### src/rtl/core/decimal_list_parser_dedup_macros.svh
// Assertion macros used by the decimal list parser datapath.
`ifndef DECIMAL_LIST_PARSER_DEDUP_MACROS_SVH
`define DECIMAL_LIST_PARSER_DEDUP_MACROS_SVH

// Same-cycle implication, sampled on clk_i, off while rst_ni is low.
`define DLPD_ASSERT_NOW(lbl, ante, cons, msg) \
  lbl: assert property (@(posedge clk_i) disable iff (!rst_ni) (ante) |-> (cons)) \
    else $error(msg);

// Next-cycle implication, sampled on clk_i, off while rst_ni is low.
`define DLPD_ASSERT_NEXT(lbl, ante, cons, msg) \
  lbl: assert property (@(posedge clk_i) disable iff (!rst_ni) (ante) |=> (cons)) \
    else $error(msg);

`endif

### src/rtl/core/dlpd_pkg.sv
// Package with types, codes and constants of the decimal list parser.
package dlpd_pkg;

  localparam int MAX_ENTRIES_DEF  = 32;
  localparam int MAX_TEXT_LEN_DEF = 256;

  localparam logic [5:0]  CAPACITY_RESET = 6'd32;
  localparam logic [19:0] VALUE_MAX      = 20'd65535;

  localparam logic [7:0] CHAR_ZERO  = 8'h30;
  localparam logic [7:0] CHAR_NINE  = 8'h39;
  localparam logic [7:0] CHAR_COMMA = 8'h2c;
  localparam logic [7:0] CHAR_SEMI  = 8'h3b;
  localparam logic [7:0] CHAR_SPACE = 8'h20;
  localparam logic [7:0] CHAR_TAB   = 8'h09;
  localparam logic [7:0] CHAR_CR    = 8'h0d;
  localparam logic [7:0] CHAR_LF    = 8'h0a;

  localparam logic KIND_VALUE = 1'b0;
  localparam logic KIND_FINAL = 1'b1;

  typedef enum logic [1:0] {
    STATUS_OK      = 2'd0,
    STATUS_INVALID = 2'd1,
    STATUS_FULL    = 2'd2
  } status_e;

  typedef struct packed {
    logic accept;
    logic scan;
    logic set_full;
    logic commit;
    logic final_load;
    logic last;
  } cmd_t;

  typedef struct packed {
    logic finish;
    logic is_end;
    logic scan_done;
    logic hit;
    logic full;
    logic out_free;
  } sts_t;

endpackage

### src/rtl/core/dlpd_in_if.sv
// Input character channel of the decimal list parser.
interface dlpd_in_if;
  logic       valid;
  logic       ready;
  logic [7:0] char_code;
  logic       end_of_text;

  modport source (output valid, output char_code, output end_of_text, input ready);
  modport sink   (input valid, input char_code, input end_of_text, output ready);
endinterface

### src/rtl/core/dlpd_out_if.sv
// Result channel of the decimal list parser.
interface dlpd_out_if;
  logic        valid;
  logic        ready;
  logic        kind;
  logic [15:0] value;
  logic [4:0]  slot;
  logic [1:0]  status;
  logic [5:0]  count;
  logic        last_of_run;

  modport source (output valid, output kind, output value, output slot, output status,
                  output count, output last_of_run, input ready);
  modport sink   (input valid, input kind, input value, input slot, input status,
                  input count, input last_of_run, output ready);
endinterface

### src/rtl/core/dlpd_cfg_if.sv
// Capacity register write channel of the decimal list parser.
interface dlpd_cfg_if;
  logic       valid;
  logic       ready;
  logic [5:0] capacity;

  modport source (output valid, output capacity, input ready);
  modport sink   (input valid, input capacity, output ready);
endinterface

### src/rtl/core/dlpd_datapath.sv
// Datapath of the decimal list parser: parse state, value store, scan and result register.
`include "decimal_list_parser_dedup_macros.svh"

module dlpd_datapath #(
  parameter int MAX_ENTRIES  = dlpd_pkg::MAX_ENTRIES_DEF,
  parameter int MAX_TEXT_LEN = dlpd_pkg::MAX_TEXT_LEN_DEF
) (
  input  logic             clk_i,
  input  logic             rst_ni,
  dlpd_cfg_if.sink         cfg_i,
  input  logic [7:0]       char_code_i,
  input  logic             end_of_text_i,
  input  dlpd_pkg::cmd_t   cmd_i,
  output dlpd_pkg::sts_t   sts_o,
  dlpd_out_if.source       out_o
);

  localparam int CW   = $clog2(MAX_ENTRIES + 1);
  localparam int AW   = (MAX_ENTRIES > 1) ? $clog2(MAX_ENTRIES) : 1;
  localparam int CAPW = (CW > 6) ? CW : 6;
  localparam int LW   = $clog2(MAX_TEXT_LEN + 2);
  localparam logic [LW-1:0]   LEN_LIM = LW'(MAX_TEXT_LEN);
  localparam logic [CAPW-1:0] CAP_MAX = CAPW'(MAX_ENTRIES);

  logic [15:0]       mem [MAX_ENTRIES];

  logic [15:0]       acc_q, acc_d;
  logic              innum_q, innum_d;
  dlpd_pkg::status_e sticky_q, sticky_d;
  logic [LW-1:0]     len_q, len_d;
  logic [CW-1:0]     count_q, count_d;
  logic [5:0]        cap_q;
  logic [CW-1:0]     idx_q, idx_d;
  logic              rd_pend_q, rd_pend_d;
  logic              hit_q, hit_d;
  logic              out_valid_q, out_valid_d;

  logic [15:0]       pend_val_q;
  logic [15:0]       rd_data_q;
  logic              out_kind_q;
  logic [15:0]       out_value_q;
  logic [4:0]        out_slot_q;
  dlpd_pkg::status_e out_status_q;
  logic [5:0]        out_count_q;
  logic              out_last_q;

  logic              is_digit;
  logic              is_sep;
  logic [19:0]       prod;
  logic              rd_en;
  logic [CAPW-1:0]   cnt_ext;
  logic [CAPW-1:0]   cap_ext;
  logic [CAPW-1:0]   cap_eff;
  logic [LW-1:0]     len_a;
  logic              too_long;
  logic              parse_ok;

  assign cfg_i.ready = 1'b1;

  assign is_digit = (char_code_i >= dlpd_pkg::CHAR_ZERO) && (char_code_i <= dlpd_pkg::CHAR_NINE);
  assign is_sep   = (char_code_i == dlpd_pkg::CHAR_COMMA) || (char_code_i == dlpd_pkg::CHAR_SEMI)
                 || (char_code_i == dlpd_pkg::CHAR_SPACE) || (char_code_i == dlpd_pkg::CHAR_TAB)
                 || (char_code_i == dlpd_pkg::CHAR_CR) || (char_code_i == dlpd_pkg::CHAR_LF);
  assign prod = ({4'd0, acc_q} << 3) + ({4'd0, acc_q} << 1)
              + {16'd0, 4'(char_code_i - dlpd_pkg::CHAR_ZERO)};

  assign len_a    = (len_q <= LEN_LIM) ? len_q + LW'(1) : len_q;
  assign too_long = len_a > LEN_LIM;
  assign parse_ok = !too_long && (sticky_q == dlpd_pkg::STATUS_OK);

  assign cnt_ext = CAPW'(count_q);
  assign cap_ext = CAPW'(cap_q);
  assign cap_eff = (cap_ext > CAP_MAX) ? CAP_MAX : cap_ext;

  assign rd_en = cmd_i.scan && !hit_q && (idx_q < count_q);

  assign sts_o.is_end    = end_of_text_i;
  assign sts_o.finish    = innum_q && (end_of_text_i ? (sticky_q == dlpd_pkg::STATUS_OK)
                                                     : (parse_ok && is_sep));
  assign sts_o.scan_done = !rd_pend_q && (hit_q || (idx_q == count_q));
  assign sts_o.hit       = hit_q;
  assign sts_o.full      = cnt_ext >= cap_eff;
  assign sts_o.out_free  = !out_valid_q || out_o.ready;

  always_comb begin
    acc_d       = acc_q;
    innum_d     = innum_q;
    sticky_d    = sticky_q;
    len_d       = len_q;
    count_d     = count_q;
    idx_d       = idx_q;
    rd_pend_d   = rd_pend_q;
    hit_d       = hit_q;
    out_valid_d = out_valid_q && !out_o.ready;

    if (cmd_i.accept) begin
      if (end_of_text_i) begin
        acc_d   = '0;
        innum_d = 1'b0;
      end else begin
        len_d = len_a;
        if (too_long) begin
          sticky_d = dlpd_pkg::STATUS_INVALID;
          acc_d    = '0;
          innum_d  = 1'b0;
        end else if (sticky_q == dlpd_pkg::STATUS_OK) begin
          if (is_digit) begin
            if (prod > dlpd_pkg::VALUE_MAX) begin
              sticky_d = dlpd_pkg::STATUS_INVALID;
              acc_d    = '0;
              innum_d  = 1'b0;
            end else begin
              acc_d   = prod[15:0];
              innum_d = 1'b1;
            end
          end else if (is_sep) begin
            acc_d   = '0;
            innum_d = 1'b0;
          end else begin
            sticky_d = dlpd_pkg::STATUS_INVALID;
            acc_d    = '0;
            innum_d  = 1'b0;
          end
        end
      end
      idx_d     = '0;
      rd_pend_d = 1'b0;
      hit_d     = 1'b0;
    end

    if (cmd_i.scan) begin
      rd_pend_d = rd_en;
      if (rd_en) begin
        idx_d = idx_q + CW'(1);
      end
      if (rd_pend_q && (rd_data_q == pend_val_q)) begin
        hit_d = 1'b1;
      end
    end

    if (cmd_i.set_full) begin
      sticky_d = dlpd_pkg::STATUS_FULL;
    end

    if (cmd_i.commit) begin
      count_d     = count_q + CW'(1);
      out_valid_d = 1'b1;
    end

    if (cmd_i.final_load) begin
      count_d     = '0;
      sticky_d    = dlpd_pkg::STATUS_OK;
      len_d       = '0;
      acc_d       = '0;
      innum_d     = 1'b0;
      out_valid_d = 1'b1;
    end
  end

  always_ff @(posedge clk_i or negedge rst_ni) begin
    if (!rst_ni) begin
      acc_q       <= '0;
      innum_q     <= 1'b0;
      sticky_q    <= dlpd_pkg::STATUS_OK;
      len_q       <= '0;
      count_q     <= '0;
      cap_q       <= dlpd_pkg::CAPACITY_RESET;
      idx_q       <= '0;
      rd_pend_q   <= 1'b0;
      hit_q       <= 1'b0;
      out_valid_q <= 1'b0;
    end else begin
      acc_q       <= acc_d;
      innum_q     <= innum_d;
      sticky_q    <= sticky_d;
      len_q       <= len_d;
      count_q     <= count_d;
      idx_q       <= idx_d;
      rd_pend_q   <= rd_pend_d;
      hit_q       <= hit_d;
      out_valid_q <= out_valid_d;
      if (cfg_i.valid) begin
        cap_q <= cfg_i.capacity;
      end
    end
  end

  always_ff @(posedge clk_i) begin
    if (cmd_i.commit) begin
      mem[count_q[AW-1:0]] <= pend_val_q;
    end
    if (rd_en) begin
      rd_data_q <= mem[idx_q[AW-1:0]];
    end
  end

  always_ff @(posedge clk_i) begin
    if (cmd_i.accept && sts_o.finish) begin
      pend_val_q <= acc_q;
    end
    if (cmd_i.commit) begin
      out_kind_q   <= dlpd_pkg::KIND_VALUE;
      out_value_q  <= pend_val_q;
      out_slot_q   <= cnt_ext[4:0];
      out_status_q <= dlpd_pkg::STATUS_OK;
      out_count_q  <= '0;
      out_last_q   <= cmd_i.last;
    end else if (cmd_i.final_load) begin
      out_kind_q   <= dlpd_pkg::KIND_FINAL;
      out_value_q  <= '0;
      out_slot_q   <= '0;
      out_status_q <= sticky_q;
      out_count_q  <= (sticky_q == dlpd_pkg::STATUS_OK) ? cnt_ext[5:0] : 6'd0;
      out_last_q   <= 1'b1;
    end
  end

  assign out_o.valid       = out_valid_q;
  assign out_o.kind        = out_kind_q;
  assign out_o.value       = out_value_q;
  assign out_o.slot        = out_slot_q;
  assign out_o.status      = out_status_q;
  assign out_o.count       = out_count_q;
  assign out_o.last_of_run = out_last_q;

  `DLPD_ASSERT_NOW(a_count_bound, 1'b1, count_q <= CW'(MAX_ENTRIES), "stored count past depth")
  `DLPD_ASSERT_NOW(a_commit_new, cmd_i.commit, !hit_q && !sts_o.full, "stored a duplicate or past capacity")
  `DLPD_ASSERT_NOW(a_scan_clean, cmd_i.scan, sticky_q == dlpd_pkg::STATUS_OK, "scan with error set")
  `DLPD_ASSERT_NEXT(a_final_clear, cmd_i.final_load, (count_q == '0) && (len_q == '0), "text state kept")

endmodule

### src/rtl/core/dlpd_ctrl.sv
// Controller of the decimal list parser: sequences accept, list scan, store and final status.
module dlpd_ctrl (
  input  logic           clk_i,
  input  logic           rst_ni,
  input  logic           in_valid_i,
  output logic           in_ready_o,
  input  dlpd_pkg::sts_t sts_i,
  output dlpd_pkg::cmd_t cmd_o
);

  typedef enum logic [1:0] {
    S_IDLE,
    S_SCAN,
    S_STORE,
    S_FINAL
  } state_e;

  state_e state_q, state_d;
  logic   pend_end_q, pend_end_d;
  state_e after_store;

  assign after_store = pend_end_q ? S_FINAL : S_IDLE;

  always_comb begin
    cmd_o      = '0;
    in_ready_o = 1'b0;
    state_d    = state_q;
    pend_end_d = pend_end_q;
    unique case (state_q)
      S_IDLE: begin
        in_ready_o = 1'b1;
        if (in_valid_i) begin
          cmd_o.accept = 1'b1;
          if (sts_i.finish) begin
            state_d    = S_SCAN;
            pend_end_d = sts_i.is_end;
          end else if (sts_i.is_end) begin
            state_d = S_FINAL;
          end
        end
      end
      S_SCAN: begin
        cmd_o.scan = 1'b1;
        if (sts_i.scan_done) begin
          state_d = S_STORE;
        end
      end
      S_STORE: begin
        if (sts_i.hit) begin
          state_d = after_store;
        end else if (sts_i.full) begin
          cmd_o.set_full = 1'b1;
          state_d        = after_store;
        end else if (sts_i.out_free) begin
          cmd_o.commit = 1'b1;
          cmd_o.last   = !pend_end_q;
          state_d      = after_store;
        end
      end
      S_FINAL: begin
        if (sts_i.out_free) begin
          cmd_o.final_load = 1'b1;
          state_d          = S_IDLE;
        end
      end
      default: begin
        state_d = S_IDLE;
      end
    endcase
  end

  always_ff @(posedge clk_i or negedge rst_ni) begin
    if (!rst_ni) begin
      state_q    <= S_IDLE;
      pend_end_q <= 1'b0;
    end else begin
      state_q    <= state_d;
      pend_end_q <= pend_end_d;
    end
  end

endmodule

### src/rtl/core/decimal_list_parser_dedup.sv
// Flow: a digit, a bad byte or a separator with no pending number is taken in S_IDLE alone.
// A number that ends goes on to S_SCAN and S_STORE: the stored list is scanned one entry a
// cycle through the single read port; an end item adds S_FINAL for status. S_STORE (to commit)
// and S_FINAL wait for a free result register; no new character is taken outside S_IDLE.
// Reset (rst_ni low, asynchronous): list empty, no error, capacity 32, result register empty;
// the value store is not cleared, there is no clearing pass.
module decimal_list_parser_dedup #(
  parameter int MAX_ENTRIES  = dlpd_pkg::MAX_ENTRIES_DEF,
  parameter int MAX_TEXT_LEN = dlpd_pkg::MAX_TEXT_LEN_DEF
) (
  input  logic       clk_i,
  input  logic       rst_ni,
  dlpd_cfg_if.sink   cfg_i,
  dlpd_in_if.sink    in_i,
  dlpd_out_if.source out_o
);

  dlpd_pkg::cmd_t cmd;
  dlpd_pkg::sts_t sts;
  logic           in_ready;

  assign in_i.ready = in_ready;

  dlpd_ctrl u_ctrl (
    .clk_i      (clk_i),
    .rst_ni     (rst_ni),
    .in_valid_i (in_i.valid),
    .in_ready_o (in_ready),
    .sts_i      (sts),
    .cmd_o      (cmd)
  );

  dlpd_datapath #(
    .MAX_ENTRIES  (MAX_ENTRIES),
    .MAX_TEXT_LEN (MAX_TEXT_LEN)
  ) u_datapath (
    .clk_i         (clk_i),
    .rst_ni        (rst_ni),
    .cfg_i         (cfg_i),
    .char_code_i   (in_i.char_code),
    .end_of_text_i (in_i.end_of_text),
    .cmd_i         (cmd),
    .sts_o         (sts),
    .out_o         (out_o)
  );

endmodule

### src/flat_wrapper.sv
// flat-port wrapper written by rule: the top's interface ports become plain ports
module decimal_list_parser_dedup_flat 
#(
  parameter int MAX_ENTRIES  = dlpd_pkg::MAX_ENTRIES_DEF,
  parameter int MAX_TEXT_LEN = dlpd_pkg::MAX_TEXT_LEN_DEF
)
  (clk_i, rst_ni, cfg_i_valid, cfg_i_capacity, cfg_i_ready, in_i_valid, in_i_char_code, in_i_end_of_text, in_i_ready, out_o_valid, out_o_kind, out_o_value, out_o_slot, out_o_status, out_o_count, out_o_last_of_run, out_o_ready);
  dlpd_cfg_if cfg_i_i ();
  dlpd_in_if in_i_i ();
  dlpd_out_if out_o_i ();
  input  logic clk_i;
  input  logic rst_ni;
  input wire logic [$bits(cfg_i_i.valid)-1:0] cfg_i_valid;
  input wire logic [$bits(cfg_i_i.capacity)-1:0] cfg_i_capacity;
  output wire logic [$bits(cfg_i_i.ready)-1:0] cfg_i_ready;
  input wire logic [$bits(in_i_i.valid)-1:0] in_i_valid;
  input wire logic [$bits(in_i_i.char_code)-1:0] in_i_char_code;
  input wire logic [$bits(in_i_i.end_of_text)-1:0] in_i_end_of_text;
  output wire logic [$bits(in_i_i.ready)-1:0] in_i_ready;
  output wire logic [$bits(out_o_i.valid)-1:0] out_o_valid;
  output wire logic [$bits(out_o_i.kind)-1:0] out_o_kind;
  output wire logic [$bits(out_o_i.value)-1:0] out_o_value;
  output wire logic [$bits(out_o_i.slot)-1:0] out_o_slot;
  output wire logic [$bits(out_o_i.status)-1:0] out_o_status;
  output wire logic [$bits(out_o_i.count)-1:0] out_o_count;
  output wire logic [$bits(out_o_i.last_of_run)-1:0] out_o_last_of_run;
  input wire logic [$bits(out_o_i.ready)-1:0] out_o_ready;
  assign cfg_i_i.valid = cfg_i_valid;
  assign cfg_i_i.capacity = cfg_i_capacity;
  assign cfg_i_ready = cfg_i_i.ready;
  assign in_i_i.valid = in_i_valid;
  assign in_i_i.char_code = in_i_char_code;
  assign in_i_i.end_of_text = in_i_end_of_text;
  assign in_i_ready = in_i_i.ready;
  assign out_o_valid = out_o_i.valid;
  assign out_o_kind = out_o_i.kind;
  assign out_o_value = out_o_i.value;
  assign out_o_slot = out_o_i.slot;
  assign out_o_status = out_o_i.status;
  assign out_o_count = out_o_i.count;
  assign out_o_last_of_run = out_o_i.last_of_run;
  assign out_o_i.ready = out_o_ready;
  decimal_list_parser_dedup #(.MAX_ENTRIES(MAX_ENTRIES), .MAX_TEXT_LEN(MAX_TEXT_LEN)) u_core (.clk_i(clk_i), .rst_ni(rst_ni), .cfg_i(cfg_i_i), .in_i(in_i_i), .out_o(out_o_i));
endmodule
### config.mk
export PLATFORM = sky130hd
export DESIGN_NAME = decimal_list_parser_dedup_flat
export DESIGN_NICKNAME = d
export VERILOG_FILES = /design/src/rtl/core/dlpd_pkg.sv /design/src/rtl/core/dlpd_in_if.sv /design/src/rtl/core/dlpd_out_if.sv /design/src/rtl/core/dlpd_cfg_if.sv /design/src/rtl/core/dlpd_datapath.sv /design/src/rtl/core/dlpd_ctrl.sv /design/src/rtl/core/decimal_list_parser_dedup.sv /design/src/flat_wrapper.sv
export VERILOG_INCLUDE_DIRS = /design/src /design/src/rtl/core
export SDC_FILE = /design/constraint.sdc
export NUM_CORES = 1
export LEC_CHECK = 0
export ABC_AREA = 1
export ABC_CLOCK_PERIOD_IN_PS = 8200
export BUFFER_PORTS_ARGS = -buffer_cell sky130_fd_sc_hd__clkbuf_2
export CAP_MARGIN = 20
export CORE_UTILIZATION = 35
export DETAILED_ROUTE_END_ITERATION = 7
export SYNTH_ARGS = -nofsm -noshare
export SYNTH_HDL_FRONTEND = slang
export SYNTH_SLANG_ARGS = --single-unit
### constraint.sdc
create_clock -name clk_i -period 8.2 [get_ports clk_i]
set_input_delay 0 -clock clk_i [delete_from_list [all_inputs] [get_ports clk_i]]
set_output_delay 0 -clock clk_i [all_outputs]
set_load 0.05 [all_outputs]
After elaboration in Yosys (flattened, before gate mapping)

Memory sizes are Yosys's and may differ from the RTL's. A register that Yosys moved wholly into a read port is not among the register bits.
Index checks and enable logic that the tools add are counted.

Output and inout bits: 34
Memories: 1
Memory bits (read-only): 0
Word-level logic and storage cells: 164
Memory bits (writable): 512
Register bits after elaboration: 99
Bits in latches: 0

Memory list:

| name                  | depth | width | rd ports | clocked after Yosys merged registers in | write ports | RTL line            | RTL |
|---|---|---|---|---|---|---|---|
| u_core.u_datapath.mem | 32    | 16    | 1        | 1                                       | 1           | dlpd_datapath.sv:25 | `logic [15:0] mem [MAX_ENTRIES];` |

Bitwise gates (word level): 0
Shift operators: 0
Equality and inequality tests: 20
Reduce and logical (&&, ||, !) cells: 36
Multiplexer cells: 74
Add/subtract/negate cells: 6
$mul: 0
Magnitude comparators: 8
Divide/modulo/power cells: 0

Operator list:

| operator             | number |
|---|---|
| $mux 16              | 9 |
| $mux 6               | 7 |
| $mux 2               | 20 |
| $mux 9               | 4 |
| $mux 1               | 31 |
| $eq 8x4->1 const B   | 3 |
| $eq 8x6->1 const B   | 3 |
| $add 19x17->20       | 1 |
| $add 20x4->20        | 1 |
| $gt 20x16->1 const B | 1 |
| $eq 16x16->1         | 1 |
| $add 6x1->6 const B  | 2 |
| $logic_and 1x1->1    | 10 |
| $mux 5               | 2 |
| $reduce_and 5->1     | 2 |
| $add 9x1->9 const B  | 1 |
| $gt 9x9->1 const B   | 1 |
| $le 9x9->1 const B   | 1 |
| $ge 8x6->1 const B   | 1 |
| $le 8x6->1 const B   | 1 |
| $pmux 2 s4           | 1 |
| $reduce_bool 4->1    | 2 |
| $logic_or 1x1->1     | 7 |
| $eq 6x6->1           | 1 |
| 19 further kinds     | 31 |

Depth between registers and ports, before layout

Word-level depth: 14
Depth in mapped cells: 20
Depth with buffers taken out: 20

Hierarchy

From an unflattened synthesis, not the netlist that was laid out.

Cells, all modules: 2307
Area total of the unflattened synthesis: 26743.1 sq um

Modules (own cells, without submodules):

| module        | times used | area an instance (sq um) | cells each |
|---|---|---|---|
| dlpd_datapath | 1          | 26457.9                  | 2262 |
| dlpd_ctrl     | 1          | 285.3                    | 45 |

Worst setup path after synthesis

Ideal clock, no wire load.

Kind: register to register
From: register u_core.u_datapath.idx_q[0]
To: register u_core.u_datapath.idx_q[5]
Slack: 4972 ps
Clock period less this slack: 3228 ps
Stages on the path, launching flop included: 16
Data arrival time: 3104 ps
Cell sequence: dfrtp_1 -> buf_2 -> buf_2 -> inv_1 -> buf_2 -> buf_2 -> buf_2 -> ha_1 -> nor2_1 -> o21ai_0 -> o21ai_0 -> nor2_1 -> nand4_1 -> nor2_1 -> nand2_1 -> mux2i_1

Cells in the longest elaborated chain, start to end: 4
Elaborated cells between the ends (all ways): 5
Those cells by class: add/sub (1); order compare (1); mux (2); reduce/logical (1)

RTL lines:

| item                                 | RTL line             | RTL |
|---|---|---|
| from (decl)                          | dlpd_datapath.sv:33  | `logic [CW-1:0] idx_q, idx_d;` |
| from (signal assigned)               | dlpd_datapath.sv:178 | `idx_q <= idx_d;` |
| $lt 6x6->1                           | dlpd_datapath.sv:75  | `assign rd_en = cmd_i.scan && !hit_q && (idx_q < count_q);` |
| $logic_and 1x1->1                    | dlpd_datapath.sv:75  |  |
| named net u_core.u_datapath.rd_en    | dlpd_datapath.sv:50  | `logic rd_en;` |
| $mux 6                               | dlpd_datapath.sv:133 | `if (rd_en) begin` |
| $mux 6                               | dlpd_datapath.sv:131 | `if (cmd_i.scan) begin` |
| named net u_core.u_datapath.idx_d[5] | dlpd_datapath.sv:33  |  |

The timed path passes the listed nets, and every way through them passes these cells.
A chain may end at the register's enable or synchronous reset.

Worst setup path after layout

From: register u_core.u_datapath.idx_q[1]
To: register u_core.u_datapath.rd_data_q[8] (read register of u_core.u_datapath.mem) (data pin)

Cells in the longest elaborated chain, start to end: 2

RTL lines:

| item              | RTL line            | RTL |
|---|---|---|
| $lt 6x6->1        | dlpd_datapath.sv:75 |  |
| $logic_and 1x1->1 | dlpd_datapath.sv:75 |  |
| to (decl)         | dlpd_datapath.sv:39 | `logic [15:0] rd_data_q;` |

Several ways; a longest one is shown, not always the timed one.

==> key figures <==
Clock network
  • Clk slew on worst S/H paths: 0.06 ns
  • Clock Root Buffer: clkbuf_16
  • Clock Sinks: 627
  • Clk_lat worst skew: 0.63 ns
  • Inserted Clock Buffers: 61
  • Post-CTS repair timing setup buffer count: 0
  • Buffer depth of the longest clock path: 3
  • H-tree levels: 2
  • CTS tree: yes

Global route
  • Pin count of the biggest net entering global routing: 158
  • Global route total overflow: 0
  • Vias in the first global route: 17100
  • First-pass GRT wire length: 106000 um
  • Initial antenna violation count: 1
  • Global routing usage summed across all routing layers: 18.1%

Setup path
  • Data arrival, critical path: 4.22 ns
  • Crit Path Max Fanout: 83
  • Worst R2R Start: u_core.u_datapath.idx_q[1]
  • Crit end category: register
  • Capture point of the worst reg-to-reg path: u_core.u_datapath.rd_data_q[8]
  • Required time reported for the critical path endpoint: 8.58 ns
  • R2R setup slack: 4.36 ns
  • WS Path Type: reg -> reg
  • R2r worst-path depth: 8
  • Kind of start point of the critical path: register

Logic synthesis
  • Post-Syn Area: 26400 um2
  • Most common library cells after synthesis: edfxtp_1 (566), nor2_1 (354), o21ai_0 (297)
  • Number of flops mapped to enable cells by yosys: 566
  • Top-count cell post-synth: edfxtp_1
  • Synth unique cells: 54
  • Share of async-settable or async-resettable flops after synthesis: 8.29%
  • Portion of the post-synthesis area used by sequential elements: 70.0%
  • Total nets after synthesis: 2255
  • Mean instance size in the synthesized netlist: 12.1 um2
  • Dominant synthesized flop cell: edfxtp_1
  • Cell type contributing the most total cell area after synthesis: edfxtp_1
  • Synthesized instance count: 2183
  • Flip-flop and latch count after synthesis: 627
  • Main area contributors after synthesis: edfxtp_1 (64%), o21ai_0 (5.6%), nor2_1 (5.0%)
  • Synth Warn #: 0
  • Synth top area share: 64.4%

STA
  • Final setup fails: 0
  • Max-slew violation total from the final report: 0
  • Fmax: 261 MHz
  • Accumulated negative setup slack: 0 ns
  • RSZ-0062 raised after global routing: false
  • Actual slew at the worst max-slew pin: 1.04 ns
  • Headroom to the max-slew limit: 30.8%
  • Clock Skew: 0.0274 ns
  • Final critical path time including I/O delays and setup: 3.84 ns
  • Final worst path period share: 46.8%
  • Number of hold violations in the final report: 0

Drt
  • Number of DRC violations after detailed routing: 0
  • Residual antenna-violating net count after detailed routing: 0
  • Post-DR vias/cell: 5.41
  • Initial detailed-routing violation count: 1932
  • Number of iterations in the first detailed-routing pass: 6
  • Wire length reported by the detailed router: 70600 um
  • Final routed wire length divided by cell count: 21.5 um
  • Via count of the routed design: 17800

Final layout
  • Share of cells above drive strength 1: 10.8%
  • Total of fill cells in the finished design: 6981
  • Cell area after layout: 30000 um2
  • Diode count: 0
  • Reg area: 18500 um2
  • Layout Utilization: 40.3%
  • Area used by multi-input combinational logic: 6950 um2
  • Synthesis-to-layout area growth: 13.8%
  • Net count, final: 2339
  • Count of non-filler cells in the finished layout: 3285

Power and ir drop
  • Lkg Pwr: 10.6 nW
  • Power density normalized to cell area: 301 nW/um2
  • Power after layout: 0.00905 W
  • Worst voltage drop across the vdd grid: 238 uV

Flow run
  • Max-Cap Viols: 0

Floorplan
  • Number of top-level pins: 54
  • Die boundary width: 277 um
  • Height of the die: 277 um
  • Row count: 100
  • Die Area: 76500 um2
  • Core Area: 74600 um2
  • Initial cell density of the core: 35.4%

Run status
  • Run status: completed

Place
  • Half-perimeter wire length of the detailed placement result: 40900 um
  • Placed Instances: 3148
  • Final weighted congestion in routability-driven placement: 0.859
  • IO buf count: 52
  • Post-place instance area: 27900 um2

Min path
  • Worst hold-check path type: in -> async
how the worst max path moves through the flow:
stage | start | endpoint | slack (ns) | cells after the start
floorplan | u_core.u_datapath.idx_q[0] | u_core.u_datapath.idx_q[5] | 4.97 | 15
global placement | u_core.u_datapath.cap_ext[2] | u_core.u_datapath.mem[28][12] | 4.16 | 15
detailed placement | u_core.u_datapath.idx_q[1] | u_core.u_datapath.rd_data_q[8] | 4.44 | 8
CTS | u_core.u_datapath.idx_q[1] | u_core.u_datapath.rd_data_q[8] | 4.44 | 8
global route | u_core.u_datapath.idx_q[1] | u_core.u_datapath.rd_data_q[8] | 4.25 | 8
finish | u_core.u_datapath.idx_q[1] | u_core.u_datapath.rd_data_q[8] | 4.36 | 8
timing repair:
action / 4_1_cts / 5_1_grt
endpoints found under the hold margin: 80 / 0
hold buffers: 24 / 0
gates resized for setup: 0 / 0
sequential cells by signal (all words and copies together) (netlist names), 5 cells and up:
signal	flops
u_core.u_datapath.len_q	9
u_core.u_datapath.out_o.count	6
u_core.u_datapath.rd_data_q	16
u_core.u_datapath.mem	512
u_core.u_datapath.cap_ext	6
u_core.u_datapath.out_o.value	16
u_core.u_datapath.idx_q	6
u_core.u_datapath.pend_val_q	16
u_core.u_datapath.acc_q	16
u_core.u_datapath.cnt_ext	6
u_core.u_datapath.out_o.slot	5
worst max-delay path: stages (launching register included):
cell,delay (ns)
dfrtp_4,0.86
clkinv_2,0.76
buf_4,0.65
o21ai_0,0.20
o221ai_1,0.13
nand3_1,0.27
nand4_1,0.31
o21ai_0,0.24
inv_1,0.06
power by group:
part	leakage [nW]	switching [W]	internal, W	total [W]
clock	0.915	0.00119	0.00150	0.00269
combinational	3.74	0.00178	0.000678	0.00246
sequential	5.94	0.000199	0.00371	0.00391
cells by family (layout without fill, tap and decap cells):
family          Yosys count  after routing  synth area share [%]
simple gates            698            698                  11.0
flops                   627            627                  70.0
compound gates          522            522                  11.6
buf+inv                 250            383                  3.69
fa+ha+maj                52             52                  2.52
xor+xnor                 28             28                 0.929
mux                       5              5                 0.204
other cells               1              1                0.0142
stage by stage:
| stage | hold slack, ns | setup slack (ns) |
|---|---|---|
| detailed placement | 0.192 | 4.44 |
| global placement | 0.179 | 4.16 |
| CTS | 0.0256 | 4.44 |
| floorplan | -0.296 | 4.97 |
| finish | 0.0519 | 4.36 |
| global route | 0.0956 | 4.25 |
final cells by class:
cell class              count  area share [%]
clock inverters            35           0.920
repair buffers            137            3.35
flip-flops and latches    627            61.5
multi-input cells        1306            23.1
well taps                 969            4.04
clock buffers              77            5.31
inverters                 134            1.70
cells in the final DEF, fill, tap and decap left out, drive strengths merged, types with 3 or more instances in the layout:
cell type	Yosys	layout
nor4	3	3
dfrtp	51	51
nand4	22	22
o221ai	50	50
o21ai	321	321
bufinv	0	4
buf	23	61
xnor2	13	13
dfxtp	9	9
inv	130	132
clkinv	4	32
o211ai	24	24
edfxtp	566	566
or2	6	6
a21oi	27	27
ha	50	50
nand3	79	79
dlygate4sd3	0	24
nor3	16	16
clkbuf	93	129
nor2	360	360
o22ai	87	87
nand2	210	210
mux2	3	3
xor2	15	15
per-layer routing:
| layer | up-vias | share of wire, % | global-route usage, % |
|---|---|---|---|
| met5 | - | 0 | 0 |
| met3 | 87 | 8.4 | 3.80 |
| met1 | 8936 | 43 | 25.2 |
| met2 | 672 | 46 | 28.7 |
| li1 | 8079 | - | - |
| met4 | 0 | 2.3 | 5.06 |
(Power assumes the default switching activity.)
